===== config.mk =====
export PLATFORM = sky130hd
export DESIGN_NAME = iair_front
export DESIGN_NICKNAME = d
export VERILOG_FILES = /design/src/iair_pkg.sv /design/src/iair_front.sv
export SDC_FILE = /design/constraint.sdc
export NUM_CORES = 1
export LEC_CHECK = 0
export BUFFER_PORTS_ARGS = -buffer_cell sky130_fd_sc_hd__buf_4
export CAP_MARGIN = 20
export CORE_UTILIZATION = 42
export CTS_BUF_LIST = sky130_fd_sc_hd__clkbuf_8
export CTS_CLUSTER_SIZE = 30
export DETAILED_ROUTE_END_ITERATION = 16
export HOLD_SLACK_MARGIN = 0.15
export PLACE_DENSITY = 0.92
export SLEW_MARGIN = 40
export SYNTH_ARGS = -nofsm -noshare
export SYNTH_HDL_FRONTEND = slang
export SYNTH_SLANG_ARGS = --single-unit

===== constraint.sdc =====
create_clock -name i_clk -period 3.84 [get_ports i_clk]
set_clock_uncertainty 0.05 [all_clocks]
set_input_delay 0.192 -clock i_clk [delete_from_list [all_inputs] [get_ports i_clk]]
set_output_delay 0.192 -clock i_clk [all_outputs]
set_load 0.05 [all_outputs]

===== src/iair_pkg.sv =====
// Types and constants shared by the indexed array insert/remove block.
// No dependencies; every other file imports this package.
`timescale 1ns / 1ps

package iair_pkg;

    localparam logic [2:0] MODE_APPEND  = 3'd0;
    localparam logic [2:0] MODE_INSERT  = 3'd1;
    localparam logic [2:0] MODE_READ    = 3'd2;
    localparam logic [2:0] MODE_REMOVE  = 3'd3;
    localparam logic [2:0] MODE_REPLACE = 3'd4;

    localparam logic [1:0] ST_OK    = 2'd0;
    localparam logic [1:0] ST_RANGE = 2'd1;
    localparam logic [1:0] ST_FULL  = 2'd2;

    typedef struct packed {
        logic [2:0]  mode;
        logic [10:0] position;
        logic [31:0] item_value;
    } t_in_item;

    typedef struct packed {
        logic [31:0] read_value;
        logic [1:0]  status;
        logic [10:0] used_count;
    } t_out_item;

    typedef enum logic [2:0] {
        OP_APPEND,
        OP_INSERT,
        OP_READ,
        OP_REMOVE,
        OP_REPLACE,
        OP_BAD
    } t_op;

    typedef struct packed {
        t_op         op;
        logic [10:0] pos;
        logic [31:0] val;
    } t_cmd;

    typedef enum logic [2:0] {
        S_IDLE,
        S_CHECK,
        S_SHIFT,
        S_DRAIN,
        S_PUT,
        S_DONE
    } t_state;

endpackage


===== src/iair_front.sv =====
// Front end: accepts request transactions and decodes the mode into a command.
// Depends on iair_pkg; feeds the command queue.
`timescale 1ns / 1ps

module iair_front
    import iair_pkg::*;
(
    input  logic     i_clk,
    input  logic     i_rst_n,
    input  logic     i_in_valid,
    output logic     o_in_stall,
    input  t_in_item i_in,
    output logic     o_push,
    input  logic     i_q_full,
    output t_cmd     o_cmd
);

    logic r_valid;
    logic n_valid;
    t_cmd r_cmd;
    t_cmd n_cmd;
    logic accept;

    assign o_in_stall = r_valid && i_q_full;
    assign accept     = i_in_valid && !o_in_stall;
    assign o_push     = r_valid && !i_q_full;
    assign o_cmd      = r_cmd;

    always_comb begin
        n_valid = r_valid && i_q_full;
        n_cmd   = r_cmd;
        if (accept) begin
            n_valid   = 1'b1;
            n_cmd.pos = i_in.position;
            n_cmd.val = i_in.item_value;
            case (i_in.mode)
                MODE_APPEND:  n_cmd.op = OP_APPEND;
                MODE_INSERT:  n_cmd.op = OP_INSERT;
                MODE_READ:    n_cmd.op = OP_READ;
                MODE_REMOVE:  n_cmd.op = OP_REMOVE;
                MODE_REPLACE: n_cmd.op = OP_REPLACE;
                default:      n_cmd.op = OP_BAD;
            endcase
        end
    end

    always_ff @(posedge i_clk) begin
        if (!i_rst_n) begin
            r_valid <= 1'b0;
        end else begin
            r_valid <= n_valid;
        end
    end

    always_ff @(posedge i_clk) begin
        r_cmd <= n_cmd;
    end

endmodule


==> flow_summary.toml, run 1 <==
[status]
outcome = "finished clean"

[sta]
period_share_pct = 42.76
rsz0062_at_grt = "no"
hold_viol_final = 0
fin_crit_ns = 1.642
fmax_ghz = 0.6090
relSlewSlack_pct = 88.89
setup_tns_ns = 0
finalMaxSlewViolations = 0
whs_ns = 0.1580
setup_viol = 0
worst_pin_slew_ns = 0.1680
setup_slack_ns = 2.198

[cells_and_area]
fin_area_sq_um = 2853
layout-drive-gt1-share_pct = 51.44
seq_area_sq_um = 1401
multiInputGateArea_sq_um = 51.30
nNetsFinal = 257
fillers = 113
layoutNonFillerInstCount = 252
syn_to_final_growth_pct = 96.89
diodes = 0
layout_common_cells = "97 x buf_4, 48 x dlygate4sd3_1, 46 x edfxtp_1"
layout_commonest_cell = "buf_4"

[route]
ant_nets = 0
finalWirelength_microns = 4993
met1Wirelength_microns = 1854
routed_via_density = 4.647
wl_met2_microns = 2523
num_vias = 1171
wl_met3_microns = 547
drtPass1Iterations = 4
wire_per_inst_microns = 19.81
drt_iter0_drc = 90
highest-signal-layer = "met4"
drc = 0

[worst_setup_path]
r2r-start = "r_valid"
cp.required_ns = 3.83
crit_path_top_delay_cell = "dlygate4sd3_1"
cp_max_fo = 1
crit_chain = "dlygate4sd3_1 > buf_4 > a21o_1 > dlygate4sd3_1"
start_kind = "primary input"
crit_top_cell = "dlygate4sd3_1"
cp.arrival_ns = 1.64
worstSetupPathType = "in2reg"
cp-end-kind = "flip-flop"
rr_worst_depth = 4
startpoint = "i_in[43]"
crit_family = "buffers and inverters"
cp_slowest_stage_delay_ns = 0.57
reg2reg_to = "o_cmd[21]"
reg2reg_slack_ns = 2.46
crit_buf_inv = 3

[cts]
cts_tree = "yes"
cts_setup_buffers = 0
clock-sinks = 47
clk_pin_slew_ns = 0.09
cts-htree-levels = 2
clock_latency_ns = 0.30
clk_path_buf_depth = 2
cts-root-buf = "clkbuf_8"
cts_made_buffers = 5

[grt]
antenna_found_initial = 0
grt_pass1_vias = 1319
grt_pass1_wl_microns = 7010
gr-total-overflow = 0
grt_max_degree = 25
track_usage_pct = 29.02

[floorplan]
core.rowCount = 20
core_sq_um = 3153
die_h_microns = 60.74
die_w_microns = 60.74
ioPinCount = 98
dieArea_sq_um = 3689
floorplan.initialDensity_pct = 45.95

[synth]
synthCells = 54
syn_nets = 104
synthesis.area_sq_um = 1449
seq_area_frac_synth_pct = 96.72
ys_types = 8
synth_seq_cells = 47
yosysWarnings = 0
synth.avg_cell_area_sq_um = 26.83

[pwr]
p_per_area_nw_per_um2 = 402.3
ir_worst_vdd_v = 0.0003358
power_leakage_nw = 1.226

[placement]
dp.cells = 196
numPortBuffers = 97
hpwl_microns = 2462
placed_area_sq_um = 2291
place_ws_ns = 2.475
place.gp.congestion = 0.7052

[run]
drv_cap = 0

[min_path]
hold_depth = 2
hold_path_end = "o_cmd[44]"
holdCritPathClass = "in2reg"
min-delay-start = "i_in[44]"
==> layout make-up <==
type,instances,area share [%]
clock inverters,3,0.4386
flip-flops and latches,47,49.12
repair buffers,147,44.30
well taps,44,1.930
clock buffers,5,2.412
multi-input cells,6,1.798
==> timing repair <==
item                                   CTS  global route
gates resized for setup                  0             0
endpoints found under the hold margin   47             0
hold buffers                            48             0
==> synthesized netlist by cell type <==
library cell / count / area, sq um
edfxtp_1: 46 / 1381
nor2b_1: 2 / 12.51
a21o_1: 1 / 7.510
and2_4: 1 / 8.760
and2b_1: 1 / 7.510
clkbuf_1: 1 / 3.750
dfxtp_1: 1 / 20.02
o21a_1: 1 / 7.510
==> where the power goes <==
part	internal [mW]	total, mW	switching (mW)
combinational	0.109	0.260	0.151
sequential	0.599	0.611	0.0120
clock	0.123	0.277	0.154
total	0.830	1.15	0.317
==> cell families (layout without fill, tap and decap cells) <==
kind of cell	count (synthesis)	count (layout)	synth area share, %
buf+inv	1	155	0.2588
compound gates	2	2	1.037
flops	47	47	96.72
simple gates	4	4	1.986
==> sequential cells by signal, summed over array words and instances, names as in the netlist <==
name / count
o_cmd: 46
r_valid: 1
==> worst max-delay path by stage <==
stage | endpoint | slack (ns) | cells after the start
floorplan | o_cmd[0] | 0.77 | 2
global placement | o_cmd[21] | 2.05 | 3
detailed placement | o_cmd[14] | 2.48 | 5
CTS | o_cmd[43] | 2.27 | 4
global route | o_cmd[43] | 2.21 | 4
finish | o_cmd[43] | 2.20 | 4
==> layer usage <==
metal / global-route usage [%] / vias up
met4: 9.416 / 0
met2: 48.67 / 97
met1: 34.21 / 550
met5: 0 / -
met3: 11.94 / 7
li1: - / 517
==> per-stage QoR <==
stage	total power [mW]	util, %
2_1_floorplan	0.7359	-
3_3_place_gp	0.8185	70.91
3_5_place_dp	0.8327	72.66
4_1_cts	1.138	90.48
5_1_grt	1.177	90.48
6_report	1.148	90.48
Power figures use the tool's default switching activity.
==> run 2: changes to the inputs <==
==> constraint.sdc (replaced) <==
create_clock -name i_clk -period 1.55 [get_ports i_clk]
set_clock_uncertainty 0.05 [all_clocks]
set_input_delay 0.0775 -clock i_clk [delete_from_list [all_inputs] [get_ports i_clk]]
set_output_delay 0.0775 -clock i_clk [all_outputs]
set_load 0.05 [all_outputs]
==> flow_summary.toml, run 2 (synthesized netlist as in run 1, its figures left out) <==
[min_path]
min-delay-start = "i_in_valid"
hold_path_end = "o_cmd[24]"
hold_depth = 3
holdCritPathClass = "in2reg"

[worst_setup_path]
crit_path_top_delay_cell = "dlygate4sd3_1"
cp_slowest_stage_delay_ns = 0.57
cp.required_ns = 1.55
start_kind = "primary input"
crit_top_cell = "dlygate4sd3_1"
worstSetupPathType = "in2reg"
rr_worst_depth = 3
crit_chain = "dlygate4sd3_1 > buf_4 > a21o_1 > dlygate4sd3_1"
r2r-start = "r_valid"
crit_family = "buffers and inverters"
cp-end-kind = "flip-flop"
cp.arrival_ns = 1.50
cp_max_fo = 3
reg2reg_to = "r_valid"
crit_buf_inv = 3
reg2reg_slack_ns = 0.15

[pwr]
power_leakage_nw = 1.229
internal_power_mw = 2.151
combPwrFrac_pct = 21.9
p_per_area_nw_per_um2 = 1032
finalPower_mw = 2.959
clkPwrFrac_pct = 27.0
p_switching_mw = 0.8086
seqPwrFrac_pct = 51.1
ir_worst_vdd_v = 0.0009459
switching_share_pct = 27.32

[cts]
cts-htree-levels = 2
clk_pin_slew_ns = 0.09
post_cts_resized = 0
cts-root-buf = "clkbuf_8"
clk_path_buf_depth = 2
cts_tree = "yes"
cts_setup_buffers = 0
clock_latency_ns = 0.29
hold_buffers = 49
cts_made_buffers = 5
clock-sinks = 47

[cells_and_area]
layout-drive-gt1-share_pct = 51.67
nNetsFinal = 258
utilization_pct = 90.91
layout_commonest_cell = "buf_4"
syn_to_final_growth_pct = 97.84
layout_common_cells = "97 x buf_4, 49 x dlygate4sd3_1, 46 x edfxtp_1"
fillers = 109
layoutNonFillerInstCount = 253
fin_area_sq_um = 2867
largest_reg_flops = 46
seq_area_sq_um = 1401
multiInputGateArea_sq_um = 51.30
diodes = 0

[floorplan]
floorplan.initialDensity_pct = 45.95
ioPinCount = 98
die_w_microns = 60.74
core.rowCount = 20
die_h_microns = 60.74
core_sq_um = 3153
dieArea_sq_um = 3689

[grt]
track_usage_pct = 33.43
grt_pass1_vias = 1320
grt_pass1_wl_microns = 7645
gr-total-overflow = 0
grt_max_degree = 26
antenna_found_initial = 0

[placement]
place_ws_ns = 0.3667
placed_area_sq_um = 2276
hpwl_microns = 2645
place.gp.congestion = 0.7584
numPortBuffers = 97
dp.cells = 196

[route]
ant_nets = 0
finalWirelength_microns = 5465
drc = 0
routed_via_density = 4.664
num_vias = 1180
wire_per_inst_microns = 21.60
drt_iter0_drc = 103
drtPass1Iterations = 4

[sta]
setup_tns_ns = 0
fmax_ghz = 0.6648
hold_viol_final = 0
whs_ns = 0.3320
fin_crit_ns = 1.504
rsz0062_at_grt = "no"
relSlewSlack_pct = 88.33
finalMaxSlewViolations = 0
setup_slack_ns = 0.04568
period_share_pct = 97.05
worst_pin_slew_ns = 0.1748
setup_viol = 0

[status]
outcome = "finished clean"

[run]
drv_cap = 0
-- run 2: power groups by stage --
stage / Clock (mW) / Combinational, mW / Sequential, mW
6_report: 0.800 / 0.648 / 1.51
5_1_grt: 0.867 / 0.666 / 1.52
4_1_cts: 0.783 / 0.623 / 1.51
3_5_place_dp: 0 / 0.522 / 1.54
3_3_place_gp: 0 / 0.511 / 1.53
2_1_floorplan: 0 / 0.0409 / 1.78
-- run 2: area by class of cell --
class / instances / area share [%]
Multi-Input combinational cell: 6 / 1.790
Sequential cell: 47 / 48.89
Tap cell: 44 / 1.921
Clock inverter: 1 / 0.1309
Timing Repair Buffer: 148 / 43.91
Clock buffer: 7 / 3.361
-- run 2: layer usage --
metal  wire length (microns)  global-route usage (%)  vias up
met5                       0                       0        -
met4                     138                   13.96        0
met3                     562                   14.93       10
met2                    2861                   57.77      101
met1                    1903                   35.60      552
li1                        -                       -      517
-- run 2: worst max-delay path by stage --
stage / slack (ns) / end / cells after the start / from
final: 0.05 / o_cmd[43] / 4 / i_in[45]
after global placement: 0.41 / o_cmd[13] / 3 / r_valid
after global routing: 0.04 / o_cmd[43] / 4 / i_in[45]
after detailed placement: 0.37 / o_cmd[42] / 3 / r_valid
after floorplan: -0.11 / o_cmd[0] / 2 / r_valid
after CTS: 0.1 / o_cmd[43] / 4 / i_in[45]
-- run 2: worst register-to-register path: stages (launching register included) --
cell and delay, ns:
dfxtp_1 0.32, and2_4 0.17, o21a_1 0.20, dlygate4sd3_1 0.56
