==> config.mk <==
export PLATFORM = sky130hd
export DESIGN_NAME = iair_fifo
export DESIGN_NICKNAME = d
export VERILOG_FILES = /design/src/iair_pkg.sv /design/src/iair_fifo.sv
export SDC_FILE = /design/constraint.sdc
export NUM_CORES = 1
export LEC_CHECK = 0
export BUFFER_PORTS_ARGS = -buffer_cell sky130_fd_sc_hd__buf_4
export CAP_MARGIN = 20
export CORE_ASPECT_RATIO = 1.75
export CORE_MARGIN = 8
export CORE_UTILIZATION = 45
export DETAILED_ROUTE_END_ITERATION = 10
export PLACE_DENSITY = 0.7
export SYNTH_ARGS = -nofsm -noshare
export SYNTH_HDL_FRONTEND = slang
export SYNTH_SLANG_ARGS = --single-unit
==> constraint.sdc <==
create_clock -name i_clk -period 2.6 [get_ports i_clk]
set_input_delay 0.39 -clock i_clk [delete_from_list [all_inputs] [get_ports i_clk]]
set_output_delay 0.39 -clock i_clk [all_outputs]
set_load 0.03 [all_outputs]
==> src/iair_pkg.sv <==
// Types and constants shared by the indexed array insert/remove block.
// No dependencies; every other file imports this package.
`timescale 1ns / 1ps

package iair_pkg;

    localparam logic [2:0] MODE_APPEND  = 3'd0;
    localparam logic [2:0] MODE_INSERT  = 3'd1;
    localparam logic [2:0] MODE_READ    = 3'd2;
    localparam logic [2:0] MODE_REMOVE  = 3'd3;
    localparam logic [2:0] MODE_REPLACE = 3'd4;

    localparam logic [1:0] ST_OK    = 2'd0;
    localparam logic [1:0] ST_RANGE = 2'd1;
    localparam logic [1:0] ST_FULL  = 2'd2;

    typedef struct packed {
        logic [2:0]  mode;
        logic [10:0] position;
        logic [31:0] item_value;
    } t_in_item;

    typedef struct packed {
        logic [31:0] read_value;
        logic [1:0]  status;
        logic [10:0] used_count;
    } t_out_item;

    typedef enum logic [2:0] {
        OP_APPEND,
        OP_INSERT,
        OP_READ,
        OP_REMOVE,
        OP_REPLACE,
        OP_BAD
    } t_op;

    typedef struct packed {
        t_op         op;
        logic [10:0] pos;
        logic [31:0] val;
    } t_cmd;

    typedef enum logic [2:0] {
        S_IDLE,
        S_CHECK,
        S_SHIFT,
        S_DRAIN,
        S_PUT,
        S_DONE
    } t_state;

endpackage

==> src/iair_fifo.sv <==
// Two-entry command queue between the front end and the back end.
// Depends on iair_pkg for the command type.
`timescale 1ns / 1ps

module iair_fifo
    import iair_pkg::*;
(
    input  logic i_clk,
    input  logic i_rst_n,
    input  logic i_push,
    input  t_cmd i_cmd,
    output logic o_full,
    output logic o_valid,
    output t_cmd o_cmd,
    input  logic i_pop
);

    t_cmd       r_slot [2];
    logic       r_wptr;
    logic       r_rptr;
    logic [1:0] r_count;
    logic       do_push;
    logic       do_pop;

    assign o_full  = (r_count == 2'd2);
    assign o_valid = (r_count != 2'd0);
    assign o_cmd   = r_slot[r_rptr];
    assign do_push = i_push && !o_full;
    assign do_pop  = i_pop && o_valid;

    always_ff @(posedge i_clk) begin
        if (!i_rst_n) begin
            r_wptr  <= 1'b0;
            r_rptr  <= 1'b0;
            r_count <= 2'd0;
        end else begin
            if (do_push) begin
                r_wptr <= !r_wptr;
            end
            if (do_pop) begin
                r_rptr <= !r_rptr;
            end
            if (do_push && !do_pop) begin
                r_count <= r_count + 2'd1;
            end else if (do_pop && !do_push) begin
                r_count <= r_count - 2'd1;
            end
        end
    end

    always_ff @(posedge i_clk) begin
        if (do_push) begin
            r_slot[r_wptr] <= i_cmd;
        end
    end

endmodule

==> impl_results.md, run 1 <==
* DP Wirelength at 4770 um
* Critical Path AT at 1.53 ns
* First-pass GRT wire length at 10400 um
* Pin count of the biggest net entering global routing at 47
* # rows at 43
* Tmin final at 1.92 ns
* Leakage power at 1.76 nW
* PortBufs at 97
* Post-Syn Instances at 168
* Seq/Total Area, Yosys at 0.803
* CP bufs+invs at 2
* Reg clk slew, reported paths at 0.06 ns
* Resized cells post-CTS at 0
* Ys Warns at 0
* Drt wl/cell at 18.4 um
* Setup TNS at 0 ns
* Placed inst area at 4420 sq um
* CP cell instances: buf_12 > mux2_2 > buf_4
* Clock buffer depth at 2
* Metal3 WL at 343 um
* Dominant cell type by area after synthesis: edfxtp_1
* Largest stage delay, worst path at 0.39 ns
* Area contributors post-synth: edfxtp_1 (77%), mux2_2 (15%), dfxtp_1 (2.8%), buf_6 (1.3%), and2_1 (0.53%)
* Fin. Hold Viols at 0
* Synth Register Bits at 97
* Later-pin clock latency in the skew report at 0.33 ns
* Global route overflow at 0
* Die footprint at 11100 sq um
* Place WS at 0.767 ns
* Cell Pwr Density at 1050 nW/um^2
* Chip width at 83.3 um
* Post-layout nets at 327
* Final wirelength at 6820 um
* Clock Skews at 0.00404 ns
* Core area at 7800 sq um
* Crit path max fanout at 46
* Via/cell ratio at 5.04
* Final setup viols at 0
* Max-Cap Viols at 0
* ANT cells at 0
* R2r setup slk at 0.81 ns
* TritonCTS clock tree: yes
* Die Y at 134 um
* Starting DRT DRC Count at 97
* Routed Antenna Nets at 0
* RSZ-0062 raised after global routing: no
* Max stage delay cell, worst path: mux2_2
* Antenna violations before repair at 0
* Worst setup margin at 0.681 ns
* Critical path endpoint category: output pin
* Placed Cells at 355
* Worst hold slack at 0.236 ns
* Max layer used: met4
* Post-synthesis cell area at 3570 sq um
* CTS Buf Count at 9
* Tot Pwr at 4.96 mW
* VDD IR max at 0.544 mV
* Clock Tree Root: clkbuf_16
* Critical Path RT at 2.21 ns
* Setup CP Type: reg2out
* Synthesized Nets at 219
* Achievable Freq at 521 MHz
* Synth cell types at 22
* Final-report max-slew violation count at 0
* Tcrit/Tclk final at 0.738
* Post-Syn Area per Cell at 21.2 sq um
* Ports at 98
* Met1 Routed Length at 2250 um
* Status: completed
* H-tree depth at 3
* Worst-Margin Slew at 0.556 ns
* Core Util, Final at 0.603
* Largest delay share family, worst path: buffers and inverters
* Most common cell after layout, fill and taps aside: buf_4
* Slew Limit Headroom at 0.629
* Initial DRT Pass Iterations at 4
* DR DRC count at 0
* Met2 wire length at 3980 um
* Syn-to-layout area delta at 31.9%
* Starting density of the core at 0.457
* Clk sinks at 97
* Tot GR Track Use at 0.123
* Layout cells sized above 1 at 0.594
* Final std cells w/o fill at 371
* Top-area cell type share of the netlist area at 0.774
* Commonest non-fill, non-tap cells in the layout: buf_4 (101), edfxtp_1 (92), mux2_2 (46)
* Hold Path Class: in2reg
* Post-CTS setup buffer count at 0
* Vias in the first global route at 2096
* Filler cell count at 562
* Via Count at 1871
* Worst Setup Start Kind: flip-flop
* Design area at 4700 sq um
* CTS Hold Bufs at 0
* Routability cong. at 0.752
worst reg2reg max path, stage by stage, from the launching register on:
cell      delay (ns)
dfxtp_1         0.41
nand2b_1        0.17
and3_2          0.57
buf_4           0.34
per-layer routing:
layer,track usage,up-vias
met5,0,-
met3,0.0298,14
met4,0.0992,0
met1,0.105,928
li1,-,872
met2,0.232,57
report_power, final:
part | leakage (nW) | internal [mW] | switching (mW)
combinational | 0.728 | 0.692 | 0.987
clock | 0.136 | 0.738 | 0.516
sequential | 0.901 | 1.97 | 0.0602
total | 1.76 | 3.40 | 1.56
state kept, by name (all words and copies together), names as in the netlist, named ones only:
signal   cells
r_rptr       1
r_count      2
r_wptr       1
r_slot      92
cell families (layout without fill, tap and decap cells):
family | count (synthesis) | after routing | synth area share
DFF | 97 | 97 | 0.803
muxes | 46 | 46 | 0.145
and+or+nand+nor | 9 | 9 | 0.0161
buffers and inverters | 7 | 120 | 0.0161
AOI/OAI and AO/OA | 5 | 5 | 0.00912
xor gates and xnor gates | 3 | 3 | 0.00737
adders and majority gates | 1 | 1 | 0.00351
cell type report:
cell class	count	area, sq um	share of cell area
flip-flops and latches	97	2860	0.609
repair buffers	102	778	0.165
multi-input cells	64	654	0.139
clock buffers	10	229	0.0487
well taps	90	113	0.0239
clock inverters	6	58.8	0.0125
inverters	2	7.51	0.00160
Yosys cell counts:
cell and instances:
buf_6 4, xor2_1 1, dfxtp_1 5, and3_1 1, xnor2_1 2, mux2_2 46, o21a_1 1, nor3_2 1
ha_1 1, a21boi_0 1, buf_2 1, inv_1 1, inv_2 1, nand2b_1 1, o21ai_0 1, and2_1 3
o21ai_1 1, or2_2 1, nor2_1 1, a21boi_1 1, edfxtp_1 92, or3_1 1
path summary, 6_finish.rpt:
| check | cells after the start | start | to |
|---|---|---|---|
| max | 3 | flip-flop | o_cmd[0] |
| min | 1 | i_cmd[24] | r_slot[0][24] |
| max reg2reg | 3 | r_count[0] | r_slot[1][25] |
| min reg2reg | 2 | r_count[1] | r_count[1] |
No activity file was read; power rests on OpenSTA's default activity.
==> inputs of run 2 (changes only) <==
==> constraint.sdc (replaced) <==
create_clock -name i_clk -period 1.62 [get_ports i_clk]
set_input_delay 0.243 -clock i_clk [delete_from_list [all_inputs] [get_ports i_clk]]
set_output_delay 0.243 -clock i_clk [all_outputs]
set_load 0.03 [all_outputs]
==> impl_results.md, run 2 (synthesis gave the netlist of run 1 again) <==
* Reg with most FFs: r_slot
* Worst r2r dst: r_count[1]
* Worst setup margin at -0.0664 ns
* Die footprint at 11100 sq um
* Via/cell ratio at 5.11
* Worst Setup Start Kind: flip-flop
* Achievable Freq at 593 MHz
* Starting density of the core at 0.457
* Via Count at 1910
* RSZ-0062 raised after global routing: yes
* Hold Path Stages at 1
* Core Util, Final at 0.665
* Die Y at 134 um
* Failing checks: setup timing
* Final wirelength at 7390 um
* First-pass GRT wire length at 11100 um
* Routed Antenna Nets at 0
* Slew Limit Headroom at 0.823
* Vias in the first global route at 2085
* Worst hold slack at 0.0904 ns
* Tot Pwr at 8.84 mW
* Clk sinks at 97
* Max-Cap Viols at 0
* Hold Path Class: in2reg
* Final setup viols at 44
* TritonCTS clock tree: yes
* Tmin final at 1.69 ns
* CTS Buf Count at 9
* Cell Pwr Density at 1700 nW/um^2
* Worst-Margin Slew at 0.264 ns
* Largest stage delay, worst path at 0.43 ns
* ANT cells at 0
* Place WS at 0.125 ns
* Leakage power at 2.03 nW
* DP Wirelength at 4780 um
* Reg clk slew, reported paths at 0.06 ns
* R2r startpoint: r_count[0]
* Initial DRT Pass Iterations at 4
* Pin count of the biggest net entering global routing at 28
* Clock Skews at 0.00509 ns
* Critical path endpoint category: output pin
* Setup CP Type: reg2out
* Chip width at 83.3 um
* Syn-to-layout area delta at 45.5%
* VDD IR max at 1.06 mV
* Clock buffer depth at 2
* Starting DRT DRC Count at 137
* Core area at 7800 sq um
* Drt wl/cell at 19.8 um
* Critical Path AT at 1.44 ns
* Tcrit/Tclk final at 1.04
* Fin. Hold Viols at 0
* # rows at 43
* Post-layout nets at 330
* Worst r2r path cells at 6
* Later-pin clock latency in the skew report at 0.33 ns
* CP cell instances: buf_12 > mux2_4 > buf_6
* Hold path startpoint: i_cmd[43]
* Commonest non-fill, non-tap cells in the layout: edfxtp_1 (92), buf_4 (51), mux2_4 (46), buf_6 (46), clkbuf_16 (10)
* Layout cells sized above 1 at 0.606
* Most common cell after layout, fill and taps aside: edfxtp_1
* PortBufs at 97
* Max stage delay cell, worst path: dfxtp_4
* Crit path max fanout at 16
* Status: finished with violations
* R2r setup slk at 0.13 ns
* Global route overflow at 0
* Hold Path Sink: r_slot[1][43]
* Critical Path RT at 1.38 ns
* Tot GR Track Use at 0.130
* Max FFs per register at 92
* Antenna violations before repair at 0
* Final-report max-slew violation count at 0
* DR DRC count at 0
* Ports at 98
* H-tree depth at 3
* Biggest regs: r_slot: 92 flops, r_count: 2 flops
* Routability cong. at 0.725
* Clock Tree Root: clkbuf_16
==> run 2: layout make-up <==
class                      instances  area, sq um
sequential                        97         2870
fill                             547         2610
timing repair buffer             105         1070
multi-input combinational         64          835
clock buffer                      10          229
tap                               90          113
clock inverter                     6         58.8
inverter                           2         12.5
==> run 2: report_power, final <==
| part | internal (mW) | total, mW | switching, mW |
|---|---|---|---|
| Combinational | 1.75 | 3.51 | 1.76 |
| Clock | 1.18 | 2.02 | 0.837 |
| Sequential | 3.16 | 3.31 | 0.146 |
| Total | 6.10 | 8.84 | 2.74 |
==> run 2: routing by layer <==
metal | share of wire | vias to the layer above | global-route usage
li1 | - | 877 | -
met1 | 0.36 | 970 | 0.127
met2 | 0.56 | 53 | 0.229
met3 | 0.064 | 10 | 0.0468
met4 | 0.022 | 0 | 0.0776
met5 | 0 | - | 0
==> run 2: timing repair <==
item                       CTS  global route
resized for setup           80            17
setup endpoints to repair   46            46
gates cloned                 1             1
hold endpoints to repair     0             0
buffers inserted             0             0
hold buffers                 0             0
==> run 2: worst max-delay path by stage <==
stage / start / endpoint / slack (ns) / cells past startpoint
after floorplan: r_count[0] / r_slot[0][0] / -0.52 / 3
after global placement: r_count[0] / r_count[1] / 0.19 / 6
after detailed placement: r_count[0] / r_count[1] / 0.12 / 6
after CTS: flip-flop / o_cmd[25] / -0.10 / 3
after global routing: flip-flop / o_cmd[45] / -0.1 / 3
final: flip-flop / o_cmd[45] / -0.07 / 3
==> run 2: through the flow <==
stage          setup TNS [ns]  instances  cell area, sq um
2_1_floorplan          -24.38        168              3590
3_3_place_gp                0        356              4490
3_5_place_dp                0        356              4490
4_1_cts                 -2.38        373              5100
5_1_grt                 -3.11        374              5190
6_report                -1.63        374              5190
==> run 2: critical path, delay by kind of cell, from the launching register on <==
kind | cells | cell delay, ns
buffers and inverters | 2 | 0.34
flip-flops | 1 | 0.43
multiplexers | 1 | 0.33
==> inputs of run 3 (changes only) <==
--- a/config.mk
+++ b/config.mk
@@ -5,13 +5,14 @@
 export SDC_FILE = /design/constraint.sdc
 export NUM_CORES = 1
 export LEC_CHECK = 0
+export ABC_AREA = 1
 export BUFFER_PORTS_ARGS = -buffer_cell sky130_fd_sc_hd__buf_4
 export CAP_MARGIN = 20
 export CORE_ASPECT_RATIO = 1.75
 export CORE_MARGIN = 8
 export CORE_UTILIZATION = 45
 export DETAILED_ROUTE_END_ITERATION = 10
-export PLACE_DENSITY = 0.7
+export PLACE_DENSITY = 0.69
 export SYNTH_ARGS = -nofsm -noshare
 export SYNTH_HDL_FRONTEND = slang
 export SYNTH_SLANG_ARGS = --single-unit
==> impl_results.md, run 3 <==
* Worst setup margin at -0.0292 ns
* CP bufs+invs at 2
* First-pass GRT wire length at 11000 um
* Core Util, Final at 0.628
* Clk sinks at 97
* Drt wl/cell at 18.8 um
* Max FFs per register at 92
* CTS Hold Bufs at 0
* Hold Path Stages at 1
* Worst Setup Start Kind: flip-flop
* Starting density of the core at 0.459
* Global route overflow at 0
* Filler cell count at 604
* Post-synth ARST share at 0
* Syn-to-layout area delta at 36.7%
* Tcrit/Tclk final at 1.02
* Setup CP Type: reg2out
* Hold Path Class: in2reg
* Worst hold slack at 0.0933 ns
* Via Count at 1915
* Post-synth top flop: edfxtp_1
* DR DRC count at 0
* Vias in the first global route at 2144
* Post-synth EDFFs at 92
* Biggest regs: r_slot: 92 flops, r_count: 2 flops
* P_sw at 2.55 mW
* RSZ-0062 raised after global routing: yes
* CTS Buf Count at 9
* GRT busiest layer: met2
* Synth Register Bits at 97
* Clock Skews at 0.00439 ns
* Initial DRT Pass Iterations at 5
* Die Y at 137 um
* TritonCTS clock tree: yes
* DP Wirelength at 4940 um
* Sequential power share at 0.402
* Post-Syn Instances at 180
* Clock Tree Root: clkbuf_16
* Top-area cell type share of the netlist area at 0.733
* PortBufs at 97
* Tot Pwr at 8.24 mW
* Final-report max-slew violation count at 0
* VDD IR max at 0.855 mV
* # rows at 44
* Routed Antenna Nets at 0
* Commonest non-fill, non-tap cells in the layout: edfxtp_1 (92), buf_4 (53), mux2_4 (46), buf_6 (46), clkbuf_16 (9)
* Tmin final at 1.65 ns
* Hold Path Sink: r_slot[1][24]
* Dominant cell type by area after synthesis: edfxtp_1
* Gate power share at 0.376
* CP cell instances: buf_12 > mux2_4 > buf_6
* Worst r2r path cells at 5
* Max-Cap Viols at 0
* Critical path endpoint category: output pin
* R2r setup slk at 0.12 ns
* Seq/Total Area, Yosys at 0.760
* Internal power at 5.68 mW
* Setup TNS at -0.371 ns
* Status: finished with violations
* Tot GR Track Use at 0.130
* Critical Path RT at 1.38 ns
* Post-synthesis cell area at 3770 sq um
* Antenna violations before repair at 0
* Reg with most FFs: r_slot
* Achievable Freq at 606 MHz
* ANT cells at 0
* Crit path max fanout at 10
* Pin count of the biggest net entering global routing at 47
* Core area at 8200 sq um
* Chip width at 85.2 um
* Final setup viols at 24
* Count leader, synth: edfxtp_1
* Synthesized Nets at 231
* Max stage delay cell, worst path: dfxtp_4
* Starting DRT DRC Count at 96
* Post-Syn Area per Cell at 20.9 sq um
* Cell Pwr Density at 1600 nW/um^2
* Slew Limit Headroom at 0.813
* Largest stage delay, worst path at 0.43 ns
* Final wirelength at 7300 um
* Post-layout nets at 343
* Worst-Margin Slew at 0.280 ns
* Clock power frac at 0.222
* Ys Warns at 0
* Routability cong. at 0.707
* Ports at 98
* Leakage power at 2.05 nW
* Later-pin clock latency in the skew report at 0.33 ns
* Fin. Hold Viols at 0
* Critical Path AT at 1.41 ns
* R2r startpoint: r_count[1]
* Net Sw Frac at 0.310
* Area contributors post-synth: edfxtp_1 (73%), mux2_4 (16%), dfxtp_1 (2.7%), buf_12 (2.1%), mux2_2 (1.8%)
* Hold path startpoint: i_cmd[24]
* Met2 Use GR at 0.239
* Reg clk slew, reported paths at 0.06 ns
* Layout cells sized above 1 at 0.571
* Via/cell ratio at 4.94
* Failing checks: setup timing
* GR Util met3 at 0.0415
* Most common cell after layout, fill and taps aside: edfxtp_1
* Worst r2r dst: r_slot[0][8]
* Commonest cells in the netlist: edfxtp_1 (92), mux2_4 (40), nor2_1 (9)
* Synth cell types at 16
* Largest delay share family, worst path: flip-flops
* H-tree depth at 3
* Clock buffer depth at 2
* Die footprint at 11700 sq um
* GRT met1 Usage at 0.117
[run 3: power groups by stage]
stage          Clock (mW)  Sequential, mW  Combinational [mW]
2_1_floorplan           0            3.31                1.90
3_3_place_gp            0            3.32                2.70
3_5_place_dp            0            3.35                2.74
4_1_cts              1.88            3.31                3.22
5_1_grt              1.96            3.35                3.27
6_report             1.83            3.32                3.10
[run 3: cell type report]
cell class / instances / area (sq um) / share of cell area
repair buffers: 106 / 1060 / 0.205
clock buffers: 10 / 229 / 0.0445
clock inverters: 5 / 23.8 / 0.00462
well taps: 92 / 115 / 0.0224
flip-flops and latches: 97 / 2870 / 0.557
inverters: 8 / 30.0 / 0.00583
multi-input cells: 70 / 828 / 0.161
[run 3: repair_timing]
item	CTS	global route
pin swaps	0	1
gates cloned	2	0
hold endpoints to repair	0	0
resized for setup	58	1
endpoints found under the setup margin	46	48
setup buffers	2	1
[run 3: kinds of logic after synthesis]
logic type	share of synthesized area
muxes	0.177
buffers and inverters	0.0322
adders and majority gates	0.00332
AOI/OAI and AO/OA	0.00830
DFF	0.760
and+or+nand+nor	0.0189
[run 3: worst max-delay path by stage]
stage	startpoint	to	slack [ns]	cells past startpoint
floorplan	r_count[1]	r_slot[0][0]	-0.49	3
global placement	r_count[1]	r_count[1]	0.18	9
detailed placement	r_count[1]	r_count[1]	0.02	9
CTS	flip-flop	o_cmd[26]	-0.11	4
global route	flip-flop	o_cmd[39]	-0.06	3
finish	flip-flop	o_cmd[31]	-0.03	3
[run 3: metrics by stage]
step	instances	instance area, sq um	worst slack (ns)
5_1_grt	388	5150	-0.0591
3_5_place_dp	370	4630	0.0189
3_3_place_gp	370	4630	0.176
6_report	388	5150	-0.0292
4_1_cts	389	5190	-0.108
2_1_floorplan	180	3770	-0.489
[run 3: layer usage]
layer | routed length (um) | vias up | part of all wire
met1 | 2480 | 929 | 0.34
li1 | - | 905 | -
met3 | 421 | 15 | 0.058
met2 | 4140 | 66 | 0.57
met5 | 0 | - | 0
met4 | 266 | 0 | 0.036
